<file path="src/rtl/halfword_alu_with_condition_code_macros.svh">
// Assertion macros for the halfword ALU; clocked on clk_i, disabled during reset.
`ifndef HALFWORD_ALU_WITH_CONDITION_CODE_MACROS_SVH
`define HALFWORD_ALU_WITH_CONDITION_CODE_MACROS_SVH

// Same-cycle implication.
`define HWALU_ASSERT(lbl, pre, post, msg) \
  lbl: assert property (@(posedge clk_i) disable iff (!rst_ni) (pre) |-> (post)) \
    else $error(msg);

// Next-cycle implication.
`define HWALU_ASSERT_NEXT(lbl, pre, post, msg) \
  lbl: assert property (@(posedge clk_i) disable iff (!rst_ni) (pre) |=> (post)) \
    else $error(msg);

`endif

</file>
<file path="src/rtl/hwalu_pkg.sv">
// Shared types and constants of the halfword ALU.
`default_nettype none

package hwalu_pkg;

  localparam int unsigned HALF_W      = 16;
  localparam int unsigned REG_IDX_W   = 4;
  localparam int unsigned DISP_W      = 12;
  localparam int unsigned HOST_IDX_W  = 13;
  localparam int unsigned EA_OUT_W    = 14;
  localparam int unsigned KIND_W      = 3;
  localparam int unsigned IN_TDATA_W  = 56;
  localparam int unsigned OUT_TDATA_W = 40;

  typedef enum logic [KIND_W-1:0] {
    KIND_AR   = 3'd0,
    KIND_SR   = 3'd1,
    KIND_LH   = 3'd2,
    KIND_AH   = 3'd3,
    KIND_SH   = 3'd4,
    KIND_CH   = 3'd5,
    KIND_STH  = 3'd6,
    KIND_HOST = 3'd7
  } kind_e;

  localparam logic [1:0] CC_ZERO = 2'd0;
  localparam logic [1:0] CC_NEG  = 2'd1;
  localparam logic [1:0] CC_POS  = 2'd2;
  localparam logic [1:0] CC_OVF  = 2'd3;

  localparam logic [1:0] FAULT_NONE = 2'd0;
  localparam logic [1:0] FAULT_ODD  = 2'd1;
  localparam logic [1:0] FAULT_NEG  = 2'd2;

  typedef logic [HALF_W-1:0] half_t;

  typedef struct packed {
    logic                 en;
    logic [REG_IDX_W-1:0] idx;
    half_t                data;
  } reg_wr_t;

  typedef struct packed {
    half_t      sum;
    logic [1:0] cc;
  } alu_res_t;

endpackage

`default_nettype wire

</file>
<file path="src/rtl/hwalu_alu.sv">
// 16-bit add/subtract with condition code for arithmetic and compare kinds.
`default_nettype none

module hwalu_alu (
  input  hwalu_pkg::kind_e    kind_i,
  input  hwalu_pkg::half_t    a_i,
  input  hwalu_pkg::half_t    b_i,
  output hwalu_pkg::alu_res_t res_o
);
  import hwalu_pkg::*;

  logic        sub;
  logic [16:0] ax;
  logic [16:0] bx;
  logic [16:0] r;
  logic        ovf;

  always_comb begin
    sub = kind_i inside {KIND_SR, KIND_SH, KIND_CH};
    ax  = {a_i[HALF_W-1], a_i};
    bx  = {b_i[HALF_W-1], b_i};
    r   = sub ? (ax - bx) : (ax + bx);
    ovf = r[16] ^ r[15];
    res_o.sum = r[HALF_W-1:0];
    if (kind_i == KIND_CH) begin
      // 17-bit difference is exact, so its sign gives the ordering
      if (r == '0) begin
        res_o.cc = CC_ZERO;
      end else if (r[16]) begin
        res_o.cc = CC_NEG;
      end else begin
        res_o.cc = CC_POS;
      end
    end else if (ovf) begin
      res_o.cc = CC_OVF;
    end else if (r[HALF_W-1:0] == '0) begin
      res_o.cc = CC_ZERO;
    end else if (r[15]) begin
      res_o.cc = CC_NEG;
    end else begin
      res_o.cc = CC_POS;
    end
  end

endmodule

`default_nettype wire

</file>
<file path="config.mk">
export PLATFORM = sky130hd
export DESIGN_NAME = hwalu_alu
export DESIGN_NICKNAME = d
export VERILOG_FILES = /design/src/rtl/halfword_alu_with_condition_code_macros.svh /design/src/rtl/hwalu_pkg.sv /design/src/rtl/hwalu_alu.sv
export SDC_FILE = /design/constraint.sdc
export NUM_CORES = 1
export LEC_CHECK = 0
export BUFFER_PORTS_ARGS = -buffer_cell sky130_fd_sc_hd__buf_2
export CAP_MARGIN = 20
export CORE_MARGIN = 5
export CORE_UTILIZATION = 55
export DETAILED_ROUTE_END_ITERATION = 10
export PLACE_DENSITY = 0.95
export SYNTH_ARGS = -nofsm -noshare
export SYNTH_HDL_FRONTEND = slang
export SYNTH_SLANG_ARGS = --single-unit
</file>
<file path="constraint.sdc">
create_clock -name vclk -period 14.5
set_input_delay 2.9 -clock vclk [all_inputs]
set_output_delay 2.9 -clock vclk [all_outputs]
set_load 0.02 [all_outputs]
</file>
* Word-level counts from Yosys, hierarchy flattened
Cells that the tools add are included.
** Storage, ports and cells
- Bits in registers :: 0
- Input bits :: 35
- Output and inout bits :: 18
- Logic and storage cells :: 16
** Cells by class
- Add/sub/neg operators :: 2
- Equality and inequality tests :: 3
- Multiplexer cells :: 7
- Bitwise logic cells :: 1
- Reductions and logical operators :: 3
** Operator list (number)
- adder 16 x 16 -> 17 bit :: 1
- logical NOT 17 bit :: 1
- two-way mux 17 bit :: 1
- subtractor 16 x 16 -> 17 bit :: 1
- logical NOT 16 bit :: 1
- two-way mux 2 bit :: 6
- == test 3 bit (second input constant) :: 2
- == test 3 x 1 -> 1 bit (second input constant) :: 1
- nonzero test 3 bit :: 1
- XOR 1 bit :: 1

* Depth between registers and ports, before layout
- Depth in word-level cells :: 7
- Gate-level depth with buffers :: 16
- Mapped depth without buffers :: 16

* Worst setup path after synthesis
No wires, ideal clock.
- Path kind :: input to output
- Start :: input port b_i[1]
- End :: output port res_o[1] (netlist name)
- Arrival time :: 6.036 ns
- Required time :: 11.600 ns
- Setup slack :: 5.564 ns
- Cell stages on the path :: 14
- Buffers on the path :: 0
- Cell sequence :: inv_1 -> ha_1 -> or4b_1 -> o21ai_0 -> xor2_1 -> ha_1 -> a211o_1 -> a211o_1 -> nor3_2 -> o22ai_1 -> o22a_1 -> xor2_1 -> a211oi_1 -> a21oi_2
** RTL lines
- from (decl) :: RTL line hwalu_alu.sv:7 : input hwalu_pkg::half_t b_i,
- to (decl) :: RTL line hwalu_alu.sv:8 : output hwalu_pkg::alu_res_t res_o

==> impl_metrics.json <==
{
  "power_leakage_nw": 0.753,
  "finalInstanceArea_um2": 1540,
  "synth_warnings": 0,
  "ant_nets": 0,
  "die_w_um": 57.6,
  "dr.first_iter.drc_count": 48,
  "vias_per_cell": 5.96,
  "wl_um": 3500,
  "route.vias.total": 1509,
  "synthCells": 173,
  "post-route-worst-setup-slack_ps": 5220,
  "synth-seq-area-share_pct": 0,
  "die_h_um": 57.6,
  "start_kind": "input pin",
  "p_per_area_nw_per_um2": 81.3,
  "seqCellArea_um2": 0,
  "setup_violations": 0,
  "overflow": 0,
  "nFlopsAndLatches": 0,
  "placed_area_um2": 1540,
  "cts_setup_buffers": 0,
  "core-area_um2": 2190,
  "period_share_pct": 64.0,
  "io_buffers": 53,
  "finalHoldViolations": 0,
  "clockPowerShare_pct": 0,
  "yosysUniqueCellTypes": 47,
  "switching_share_pct": 60.5,
  "yosysTopAreaCell": "ha_1",
  "grt_pass1_wl_um": 5710,
  "synth.cell_area_um2": 1250,
  "ir_drop_mv": 0.0682,
  "totalPowerFinal_w": 0.000125,
  "hp-start": "b_i[0]",
  "nets": 280,
  "grt_pass1_vias": 1447,
  "critical_path.endpoint_type": "output pin",
  "io_pins": 53,
  "drive_above_1_share_pct": 28.0,
  "avgSynthCellArea_um2": 7.20,
  "wire_per_inst_um": 13.8,
  "seqPwrFrac_pct": 0,
  "fin_setup_tns_ps": 0,
  "p_switching_w": 0.0000759,
  "dp_hpwl_um": 3090,
  "p_int_w": 0.0000496,
  "syn-num-nets": 226,
  "cts_hold_buf": 0,
  "clock_buffers": 0,
  "grtUsageTotal_pct": 20.4,
  "drc": 0,
  "holdPathEnd": "res_o[2]",
  "drv_cap": 0,
  "required_ps": 11600,
  "rsz0062_at_grt": "false",
  "crit_fanout": 4,
  "tightestPinTransition_ps": 636,
  "crit_type": "input pin to output pin",
  "status": "complete, no violations",
  "yosysTopAreaCellShare_pct": 17.1,
  "synth_area_leaders": "ha_1 17%, xnor2_1 11%, xor2_1 7.0%",
  "p_comb_share_pct": 100.0,
  "dr.pass1.iters": 4,
  "slew_headroom_pct": 57.0,
  "areaGrowthSynthToFinish_pct": 23.8,
  "hp-class": "input pin to output pin",
  "grt_max_degree": 11,
  "max_freq_mhz": 108,
  "cts_resized": 0,
  "slew_viol_final": 0,
  "whs_path_depth": 4,
  "antenna_cells": 0,
  "pre_cts_slack_ps": 5220,
  "fin_crit_ps": 9280,
  "initial_core_util_pct": 56.9,
  "std_cell_rows": 17,
  "arrival_ps": 6380,
  "dieArea_um2": 3320,
  "gp_congestion": 0.930,
  "antenna_found_initial": 0
}
-- power groups by stage --
stage               Combinational [W]  Clock, W  Sequential [W]
floorplan                   0.0000902         0               0
global placement             0.000122         0               0
detailed placement           0.000125         0               0
CTS                          0.000125         0               0
global route                 0.000137         0               0
finish                       0.000125         0               0
-- metrics by stage --
step	hold WS [ps]	std cells	util, %
final	6250	253	70.4
after global routing	6270	253	70.4
after CTS	6240	253	70.4
after detailed placement	6240	253	70.4
after global placement	6230	253	70.4
after floorplan	5990	173	-
-- layout by cell type (no fill, tap or decap), types with 3 or more instances in the layout --
master / count
buf_2: 53
nor2_1: 23
ha_1: 17
xnor2_1: 15
a21oi_1: 14
inv_1: 12
xor2_1: 10
o21a_1: 7
nor3_1: 6
nand2_1: 5
o21ai_0: 5
a21o_1: 4
nor4_1: 3
nor2b_1: 3
a211o_1: 3
or3_1: 3
a211oi_1: 3
-- cell usage after synthesis (2+ instances only) --
master,n
and3_1,2
or2_2,2
nand2_1,5
inv_1,12
o21a_1,7
xor2_1,10
a21oi_1,14
or3_1,3
a21o_1,4
a211oi_1,3
o22ai_1,2
or4b_1,2
o31ai_1,2
nor4_1,3
nand2b_1,2
o21ai_0,5
nor2_1,23
nor3_1,6
nor4b_1,2
nor2b_1,3
ha_1,17
a211o_1,3
o21ai_1,2
xnor2_1,15
and2_1,2
-- layout make-up --
cell class	instances	area, um^2
multi-input combinational	160	1200
fill	195	648
timing repair buffer	53	265
inverter	12	45.0
tap	28	35.0
-- worst max path at each step --
stage               cells after the start  slack (ps)  endpoint  startpoint
floorplan                              14        5560  res_o[1]      b_i[1]
global placement                       15        5270  res_o[1]      b_i[1]
detailed placement                     15        5220  res_o[1]      b_i[1]
CTS                                    15        5220  res_o[1]      b_i[1]
global route                           16        5010  res_o[1]      b_i[1]
finish                                 15        5220  res_o[1]      b_i[1]
-- critical path, stage by stage --
cell and delay, ps:
buf_2 110, inv_1 70, ha_1 190, or4b_1 520, o21ai_0 240, xor2_1 180, ha_1 300, a211o_1 340
a211o_1 240, nor3_2 220, nor3b_1 110, or3_1 400, a211oi_1 310, a21oi_2 90, buf_2 160
-- cell families after synthesis --
logic type | count (synthesis) | share of synthesized area [%]
xor gates and xnor gates | 25 | 17.6
and+or+nand+nor | 62 | 27.3
AOI/OAI and AO/OA | 55 | 32.5
buffers and inverters | 13 | 3.92
adders and majority gates | 18 | 18.7
-- routing by layer --
| metal | vias up | track usage, % | wire length [um] |
|---|---|---|---|
| met5 | - | 0 | 0 |
| met4 | 0 | 4.97 | 67 |
| met3 | 8 | 2.49 | 236 |
| met2 | 52 | 37.4 | 1740 |
| met1 | 700 | 24.9 | 1460 |
| li1 | 749 | - | - |
No activity file was read; power rests on OpenSTA's default activity.
