**src/rtl/halfword_alu_with_condition_code_macros.svh**
```systemverilog
// Assertion macros for the halfword ALU; clocked on clk_i, disabled during reset.
`ifndef HALFWORD_ALU_WITH_CONDITION_CODE_MACROS_SVH
`define HALFWORD_ALU_WITH_CONDITION_CODE_MACROS_SVH

// Same-cycle implication.
`define HWALU_ASSERT(lbl, pre, post, msg) \
  lbl: assert property (@(posedge clk_i) disable iff (!rst_ni) (pre) |-> (post)) \
    else $error(msg);

// Next-cycle implication.
`define HWALU_ASSERT_NEXT(lbl, pre, post, msg) \
  lbl: assert property (@(posedge clk_i) disable iff (!rst_ni) (pre) |=> (post)) \
    else $error(msg);

`endif

```
**src/rtl/hwalu_pkg.sv**
```systemverilog
// Shared types and constants of the halfword ALU.
`default_nettype none

package hwalu_pkg;

  localparam int unsigned HALF_W      = 16;
  localparam int unsigned REG_IDX_W   = 4;
  localparam int unsigned DISP_W      = 12;
  localparam int unsigned HOST_IDX_W  = 13;
  localparam int unsigned EA_OUT_W    = 14;
  localparam int unsigned KIND_W      = 3;
  localparam int unsigned IN_TDATA_W  = 56;
  localparam int unsigned OUT_TDATA_W = 40;

  typedef enum logic [KIND_W-1:0] {
    KIND_AR   = 3'd0,
    KIND_SR   = 3'd1,
    KIND_LH   = 3'd2,
    KIND_AH   = 3'd3,
    KIND_SH   = 3'd4,
    KIND_CH   = 3'd5,
    KIND_STH  = 3'd6,
    KIND_HOST = 3'd7
  } kind_e;

  localparam logic [1:0] CC_ZERO = 2'd0;
  localparam logic [1:0] CC_NEG  = 2'd1;
  localparam logic [1:0] CC_POS  = 2'd2;
  localparam logic [1:0] CC_OVF  = 2'd3;

  localparam logic [1:0] FAULT_NONE = 2'd0;
  localparam logic [1:0] FAULT_ODD  = 2'd1;
  localparam logic [1:0] FAULT_NEG  = 2'd2;

  typedef logic [HALF_W-1:0] half_t;

  typedef struct packed {
    logic                 en;
    logic [REG_IDX_W-1:0] idx;
    half_t                data;
  } reg_wr_t;

  typedef struct packed {
    half_t      sum;
    logic [1:0] cc;
  } alu_res_t;

endpackage

`default_nettype wire

```
**src/rtl/hwalu_regfile.sv**
```systemverilog
// General register file: synchronous two-read one-write memory with per-entry valid bits.
`default_nettype none

module hwalu_regfile #(
  parameter int unsigned REGISTER_COUNT = 16
) (
  input  logic                            clk_i,
  input  logic                            rst_ni,
  input  logic                            rd_en_i,
  input  logic [hwalu_pkg::REG_IDX_W-1:0] rd_a_idx_i,
  input  logic [hwalu_pkg::REG_IDX_W-1:0] rd_b_idx_i,
  output hwalu_pkg::half_t                rd_a_data_o,
  output hwalu_pkg::half_t                rd_b_data_o,
  input  hwalu_pkg::reg_wr_t              wr_i
);
  import hwalu_pkg::*;

  localparam int unsigned RIW = $clog2(REGISTER_COUNT);
  localparam logic [REG_IDX_W:0] COUNT_L = (REG_IDX_W + 1)'(REGISTER_COUNT);

  half_t                     mem [REGISTER_COUNT];
  logic [REGISTER_COUNT-1:0] valid_q;
  half_t                     a_data_q;
  half_t                     b_data_q;
  logic                      a_ok_q;
  logic                      b_ok_q;
  logic                      wr_ok;
  logic                      a_hit;
  logic                      b_hit;
  logic                      a_range;
  logic                      b_range;

  assign wr_ok   = wr_i.en && ({1'b0, wr_i.idx} < COUNT_L);
  assign a_range = {1'b0, rd_a_idx_i} < COUNT_L;
  assign b_range = {1'b0, rd_b_idx_i} < COUNT_L;
  // write-first bypass for a read at the edge of a write
  assign a_hit   = wr_ok && (wr_i.idx == rd_a_idx_i);
  assign b_hit   = wr_ok && (wr_i.idx == rd_b_idx_i);

  always_ff @(posedge clk_i) begin
    if (wr_ok) begin
      mem[wr_i.idx[RIW-1:0]] <= wr_i.data;
    end
    if (rd_en_i) begin
      a_data_q <= a_hit ? wr_i.data : mem[rd_a_idx_i[RIW-1:0]];
      b_data_q <= b_hit ? wr_i.data : mem[rd_b_idx_i[RIW-1:0]];
    end
  end

  always_ff @(posedge clk_i or negedge rst_ni) begin
    if (!rst_ni) begin
      valid_q <= '0;
      a_ok_q  <= 1'b0;
      b_ok_q  <= 1'b0;
    end else begin
      if (wr_ok) begin
        valid_q[wr_i.idx[RIW-1:0]] <= 1'b1;
      end
      if (rd_en_i) begin
        a_ok_q <= a_range && (a_hit || valid_q[rd_a_idx_i[RIW-1:0]]);
        b_ok_q <= b_range && (b_hit || valid_q[rd_b_idx_i[RIW-1:0]]);
      end
    end
  end

  // never-written and nonexistent registers read as zero
  assign rd_a_data_o = a_ok_q ? a_data_q : '0;
  assign rd_b_data_o = b_ok_q ? b_data_q : '0;

endmodule

`default_nettype wire

```
**config.mk**
```make
export PLATFORM = sky130hd
export DESIGN_NAME = hwalu_regfile
export DESIGN_NICKNAME = d
export VERILOG_FILES = /design/src/rtl/halfword_alu_with_condition_code_macros.svh /design/src/rtl/hwalu_pkg.sv /design/src/rtl/hwalu_regfile.sv
export SDC_FILE = /design/constraint.sdc
export NUM_CORES = 1
export LEC_CHECK = 0
export ABC_AREA = 1
export ABC_CLOCK_PERIOD_IN_PS = 1300
export BUFFER_PORTS_ARGS = -buffer_cell sky130_fd_sc_hd__buf_2
export CAP_MARGIN = 0
export CORE_ASPECT_RATIO = 2
export CORE_MARGIN = 2
export CORE_UTILIZATION = 62
export DETAILED_ROUTE_END_ITERATION = 7
export MAX_ROUTING_LAYER = met4
export PLACE_DENSITY = 0.8
export SLEW_MARGIN = 20
export SYNTH_ARGS = -nofsm -noshare
export SYNTH_HDL_FRONTEND = slang
export SYNTH_SLANG_ARGS = --single-unit
```
**constraint.sdc**
```tcl
create_clock -name clk_i -period 1.3 [get_ports clk_i]
set_input_delay 0 -clock clk_i [delete_from_list [all_inputs] [get_ports clk_i]]
set_output_delay 0 -clock clk_i [all_outputs]
set_load 0.02 [all_outputs]
```
# ---- After elaboration in Yosys (flattened, before gate mapping)
# Memory sizes are Yosys's and may differ from the RTL's. A register that Yosys moved wholly into a read port is not among the register bits.
# Index checks and enable logic that the tools add are counted.
dict set report word_totals {
  reg_bits 18
  mem_bits_rw 256
  input_bits 32
  out_inout_bits 32
  wordCells 26
  n_memories 1
}
dict set report classes {
  order_cmp 4
  eq_ne 2
  n_mux 10
  n_bitwise 1
  reduce_logical 5
}
# name words width read_ports rd_ports_with_merged_regs wr line
set mem_list {}
lappend mem_list {mem 16 16 2 2 1 hwalu_regfile.sv:21} ;# half_t mem [REGISTER_COUNT];
# op n
set op_table {}
lappend op_table {{$mux W16} 2}
lappend op_table {{$or A16 B16 Y16} 1}
lappend op_table {{$lt A4 B5 Y1 const B} 3}
lappend op_table {{$bmux W1 S4} 2}
lappend op_table {{$eq A4 B4 Y1} 2}
lappend op_table {{$mux W1} 5}
lappend op_table {{$demux W1 S4} 1}
lappend op_table {{$ge A4 B1 Y1 const B} 1}
lappend op_table {{$logic_and A1 B1 Y1} 3}
lappend op_table {{$logic_or A1 B1 Y1} 2}

# ---- Depth between registers and ports, before layout
# Gate-level depths: netlist of run 1.
dict set report logic_depth {
  word_depth 5
  ltp_mapped 11
  mapped_depth_nobuf 10
}

# ---- Least setup slack after synthesis of run 1
# OpenSTA, ideal clock, no wires.
dict set report synth_path {
  path_type {input port to flip-flop}
  from {input wr_i[19] (netlist name)}
  to {memory mem[0][0] (netlist name), enable pin}
  setup_time_ps 388
  arrival_ps 976
  t_required_ps 912
  setup_slack_ps -64
  cell_stages 3
  n_path_buf 0
  path_cell_list {inv_1 nand3_1 nor2_1}
}
# item line
set synth_lines {}
lappend synth_lines {{start: declaration} hwalu_regfile.sv:14} ;# input hwalu_pkg::reg_wr_t wr_i
lappend synth_lines {{end: declaration} hwalu_regfile.sv:21}
# Straight into the memory's write port.

# ---- Final worst setup path of run 1
dict set report layout_path {
  from {register a_data_q[1] (read register of mem)}
  to {output rd_a_data_o[1]}
}
dict set report layout_via {
  elab_chain_len 1
}
# item line
set layout_lines {}
lappend layout_lines {{start: declaration} hwalu_regfile.sv:23} ;# half_t a_data_q;
lappend layout_lines {{$mux W16} hwalu_regfile.sv:67} ;# assign rd_a_data_o = a_ok_q ? a_data_q : '0;
lappend layout_lines {{end: declaration} hwalu_regfile.sv:12} ;# output hwalu_pkg::half_t rd_a_data_o,
# Every way passes these cells.

==> flow_summary.yaml, run 1 <==
yosys:
  synth_seq_cells: 306
  synth_cell_types: 26
  synthesis.area_um2: 16100
  syn_inst: 1819
  async_flop_share: 0.0588
  synth-seq-area-share: 0.567
  syn_nets: 1851
  ys_warn_count: 0
  ys.flop_type: "edfxtp_1"
  syn_area_per_cell_um2: 8.83
  synth_edf_count: 288
grt:
  grt.overflow.total: 0
  grt_start_max_net_pins: 49
  antenna_found_initial: 0
  grt_usage: 0.416
  grt_pass1_vias: 14488
  grt_pass1_wl_mm: 81.5
sta:
  fin_worst_hold_slack_ns: -0.0184
  maxSlewViolCount: 0
  skew_ns: 0.0168
  relSlewSlack: 0.677
  fmax_mhz: 679
  max_slew.worst_pin.slew_ns: 0.485
  fin_crit_ns: 1.47
  fin_ws_ns: -0.172
  period_share: 1.13
  grt_setup_unrepaired: "yes"
  setup_violations: 35
  hold_viol: 8
layout:
  final_common_cell: "nand2_1"
  n_fill_cell: 1794
  area_delta_synth_final_pct: 20.7
  layout-drive-gt1-share: 0.199
  antennaDiodeCount: 0
  fin_nets: 2001
  mostFrequentLayoutCells: "nand2_1, nand3_1, edfxtp_1, inv_1, o211ai_1"
  fin_util: 0.759
floorplanning:
  initial_core_util: 0.628
  rows: 83
  die_area_um2: 27300
  die_h_um: 232
  die_x_um: 118
  core-area_um2: 25500
  pin_count: 64
critical_path:
  end_kind: "primary output"
  worstPathArrival_ns: 1.47
  cp_cell_sequence: "nand2_4 -> inv_2 -> buf_6"
  cp_num_buf_inv: 2
  critPathKind: "reg2out"
  crit_family: "flip-flops"
  crit_required_ns: 1.30
  startpoint_type: "flip-flop"
  critical_path_depth: 3
  critPathMaxStageDelay_ns: 0.61
  rr_worst_depth: 8
  slowest_stage: "edfxtp_1"
  cp_max_fo: 1
power_and_ir_drop:
  peakVddDrop_mv: 1.25
  leakagePower_uw: 0.00836
  finalPower_uw: 23000
  power_density_nw_per_um2: 1190
clock_network:
  worstSkewPairLatency_ns: 0.56
  cts_root_buf: "clkbuf_16"
  clockBufferDepth: 3
  cts_sinks: 306
  cts_tree: "yes"
  cts.clk_slew.worst_paths_ns: 0.06
  htreeDepth: 1
  numCtsBuffers: 27
drt:
  drc: 0
  drt_iter0_drc: 1879
  routed_wl_mm: 55.0
  vias: 14494
  wl_per_cell_um: 23.6
  drt.antenna.violating_nets: 0
  drt-pass1-iter-count: 6
  vias_per_cell: 6.23
worst_hold_path:
  holdPathStages: 4
  hp-class: "in2reg"
run_status:
  outcome: "complete, but fails checks"
  failed_checks: "hold timing, setup timing"
placed_design:
  io_buffers: 63
  gp_congestion: 0.991
  hpwl_mm: 34.7
run:
  cap_violations: 0
-- power by group --
part | leakage (µW) | internal [µW] | switching (µW) | total (µW)
logic | 0.00514 | 1310 | 2270 | 3580
registers | 0.00279 | 11100 | 166 | 11300
clock network | 0.000429 | 4600 | 3580 | 8180
-- worst min-delay path, delay by kind of cell --
kind                   cells  cell delay (ns)
buffers and inverters      2             0.31
AND/OR/NAND/NOR            1             0.09
AO/OA/AOI/OAI              1             0.08
-- layout make-up --
| type | instances | area [µm²] | area share |
|---|---|---|---|
| flip-flops and latches | 306 | 9100 | 0.470 |
| multi-input cells | 1153 | 5650 | 0.291 |
| repair buffers | 239 | 2400 | 0.124 |
| inverters | 242 | 917 | 0.0473 |
| clock buffers | 30 | 687 | 0.0354 |
| well taps | 340 | 425 | 0.0220 |
| clock inverters | 18 | 196 | 0.0101 |
-- per-layer routing --
layer,GRT usage,routed length (µm),part of all wire
met5,-,0,0
met4,0.399,6490,0.12
met3,0.0620,6320,0.11
met2,0.664,25800,0.47
met1,0.435,16300,0.30
-- through the flow --
stage,std cells,setup TNS (ns),worst slack [ns],instance area [µm²]
after floorplan,1819,-12.34,-0.0642,16100
after global routing,2328,-6.02,-0.197,19400
final,2328,-4.43,-0.172,19400
after detailed placement,2254,-4.73,-0.237,17700
after global placement,2254,-3.87,-0.200,17700
after CTS,2328,-4.24,-0.171,19200
-- final timing paths --
path                              from        endpoint  slack (ns)
setup / recovery           a_data_q[1]  rd_a_data_o[1]       -0.17
max in group asynchronous       rst_ni          a_ok_q        0.54
hold reg to reg            valid_q[11]     valid_q[11]        0.47
hold / removal                wr_i[20]      valid_q[2]       -0.02
min in group asynchronous       rst_ni      valid_q[6]        0.46
setup reg to reg            mem[8][11]    b_data_q[11]       -0.04
-- state kept, by name (all words and copies together) (netlist names) --
name,flops
a_data_q,16
a_ok_q,1
b_data_q,16
b_ok_q,1
mem,256
valid_q,16
-- Yosys cell counts, drive strengths merged (3+ instances only) --
cell	instances	area share
inv	239	0.056
nand3	326	0.10
or2	4	0.0016
nand2	594	0.14
buf	89	0.039
o21ai	16	0.0050
dfrtp	18	0.028
clkbuf	29	0.0068
nor2	81	0.020
o211ai	129	0.061
edfxtp	288	0.54
clkinv	3	0.00078
-- what timing repair did --
| action | in CTS | in global routing |
|---|---|---|
| hold buffers | 25 | 1 |
| pin swaps | 1 | 62 |
| gates resized for setup | 104 | 81 |
| cloned | 1 | 0 |
| setup buffers | 0 | 1 |
| setup endpoints to repair | 35 | 63 |
| endpoints found under the hold margin | 316 | 18 |
-- cell families after synthesis --
group           synth area share
simple gates               0.263
buf+inv                    0.102
compound gates            0.0663
xor+xnor                 0.00109
flops                      0.567
Power figures use the tool's default switching activity.
==> run 2, diff against run 1 <==
--- a/config.mk
+++ b/config.mk
@@ -12,8 +12,8 @@
 export CORE_ASPECT_RATIO = 2
 export CORE_MARGIN = 2
-export CORE_UTILIZATION = 62
+export CORE_UTILIZATION = 52
 export DETAILED_ROUTE_END_ITERATION = 7
 export MAX_ROUTING_LAYER = met4
-export PLACE_DENSITY = 0.8
+export PLACE_DENSITY = 0.69
 export SLEW_MARGIN = 20
 export SYNTH_ARGS = -nofsm -noshare
==> constraint.sdc (replaced) <==
create_clock -name clk_i -period 1.3 [get_ports clk_i]
set_input_delay 0 -clock clk_i [delete_from_list [all_inputs] [get_ports clk_i]]
set_output_delay 0 -clock clk_i [all_outputs]
set_load 0.05 [all_outputs]
==> flow_summary.yaml, run 2 (synthesis results as in run 1) <==
run_status:
  outcome: "complete, but fails checks"
  failed_checks: "hold timing, setup timing"
layout:
  layout-drive-gt1-share: 0.199
  mostFrequentLayoutCells: "nand2_1, nand3_1, edfxtp_1, inv_1, o211ai_1"
  antennaDiodeCount: 0
  area_delta_synth_final_pct: 21.6
  fin_nets: 2000
  final_common_cell: "nand2_1"
  fin_util: 0.638
  n_fill_cell: 2481
  largest_reg_flops: 256
clock_network:
  cts_root_buf: "clkbuf_16"
  cts.clk_slew.worst_paths_ns: 0.07
  worstSkewPairLatency_ns: 0.59
  clockBufferDepth: 3
  cts_tree: "yes"
  numCtsBuffers: 29
  htreeDepth: 1
  cts_sinks: 306
sta:
  grt_setup_unrepaired: "yes"
  skew_ns: 0.0393
  fin_crit_ns: 1.49
  hold_viol: 4
  period_share: 1.15
  fin_ws_ns: -0.191
  fin_worst_hold_slack_ns: -0.0331
  max_slew.worst_pin.slew_ns: 0.425
  maxSlewViolCount: 0
  setup_violations: 32
  relSlewSlack: 0.717
  fmax_mhz: 671
  final.setup.tns_ns: -5.09
power_and_ir_drop:
  switching_share: 0.271
  p_sw_uw: 6450
  power_density_nw_per_um2: 1220
  internal_power_uw: 17400
  pwr-share-comb: 0.158
  leakagePower_uw: 0.00840
  p_clk_frac: 0.371
  seqPwrFrac: 0.470
  peakVddDrop_mv: 1.32
critical_path:
  end_kind: "primary output"
  crit_required_ns: 1.30
  r2r_slack_ns: 0.01
  critPathKind: "reg2out"
  worstPathArrival_ns: 1.49
  startpoint_type: "flip-flop"
  cp_max_fo: 17
floorplanning:
  die_area_um2: 32400
  initial_core_util: 0.524
  die_x_um: 128
  rows: 91
  die_h_um: 252
  core-area_um2: 30600
  pin_count: 64
drt:
  vias: 13721
  drt.antenna.violating_nets: 0
  drc: 0
  vias_per_cell: 5.81
  routed_wl_mm: 51.2
  drt-pass1-iter-count: 6
  wl_per_cell_um: 21.7
  drt_iter0_drc: 1739
grt:
  grt.overflow.total: 0
  grt_start_max_net_pins: 60
  grt_pass1_wl_mm: 77.7
  grt_usage: 0.331
  grt_pass1_vias: 13300
  antenna_found_initial: 0
placed_design:
  pre_cts_slack_ns: -0.107
  gp_congestion: 1.01
  hpwl_mm: 33.8
  io_buffers: 63
worst_hold_path:
  hp-class: "in2reg"
run:
  cap_violations: 0
-- run 2: power groups by stage --
stage	Sequential, µW	Clock [µW]	Combinational [µW]
2_1_floorplan	11400	0	2020
3_3_place_gp	11400	0	3310
3_5_place_dp	11400	0	3320
4_1_cts	11200	8940	3610
5_1_grt	11200	9240	4020
6_report	11200	8840	3770
-- run 2: path summary, 6_finish.rpt --
path / start / to / depth (start not counted)
min in group asynchronous: rst_ni / a_ok_q / 3
min reg2reg: valid_q[14] / valid_q[14] / 2
max: a_ok_q / rd_a_data_o[3] / 4
min: wr_i[19] / valid_q[15] / 4
max in group asynchronous: rst_ni / valid_q[5] / 3
max reg2reg: mem[0][12] / b_data_q[12] / 6
-- run 2: cell type report --
| type | count | area, µm² | share of cell area |
|---|---|---|---|
| Clock buffer | 33 | 741 | 0.0379 |
| Sequential cell | 306 | 9100 | 0.466 |
| Tap cell | 372 | 465 | 0.0238 |
| Multi-Input combinational cell | 1153 | 5610 | 0.287 |
| Timing Repair Buffer | 236 | 2450 | 0.125 |
| Clock inverter | 21 | 244 | 0.0125 |
| Inverter | 242 | 920 | 0.0471 |
-- run 2: routing by layer --
metal | wire, µm | GRT usage | up-vias
met5 | 0 | - | -
met4 | 3430 | 0.193 | 0
met3 | 4460 | 0.0387 | 195
met2 | 24500 | 0.525 | 794
met1 | 18800 | 0.407 | 6382
li1 | - | - | 6350
-- run 2: critical path: stages (launching register included) --
cell and delay [ns]:
dfrtp_1 0.38, buf_12 0.17, nand2_2 0.11, inv_1 0.08, buf_6 0.15
-- run 2: what timing repair did --
action,CTS,global route
hold buffers,23,1
setup buffers,0,2
gates resized for setup,90,97
pin swaps,5,61
gates cloned,0,0
hold endpoints to repair,317,18
endpoints found under the setup margin,40,81
-- run 2: through the flow --
step / std cells / total power (µW) / hold slack (ns) / area [µm²]
floorplan: 1819 / 13400 / -0.296 / 16100
global placement: 2285 / 14700 / -0.0392 / 17800
detailed placement: 2285 / 14700 / -0.0375 / 17800
CTS: 2362 / 23700 / 0.0301 / 19300
global route: 2363 / 24500 / 0.0168 / 19500
finish: 2363 / 23800 / -0.0331 / 19500
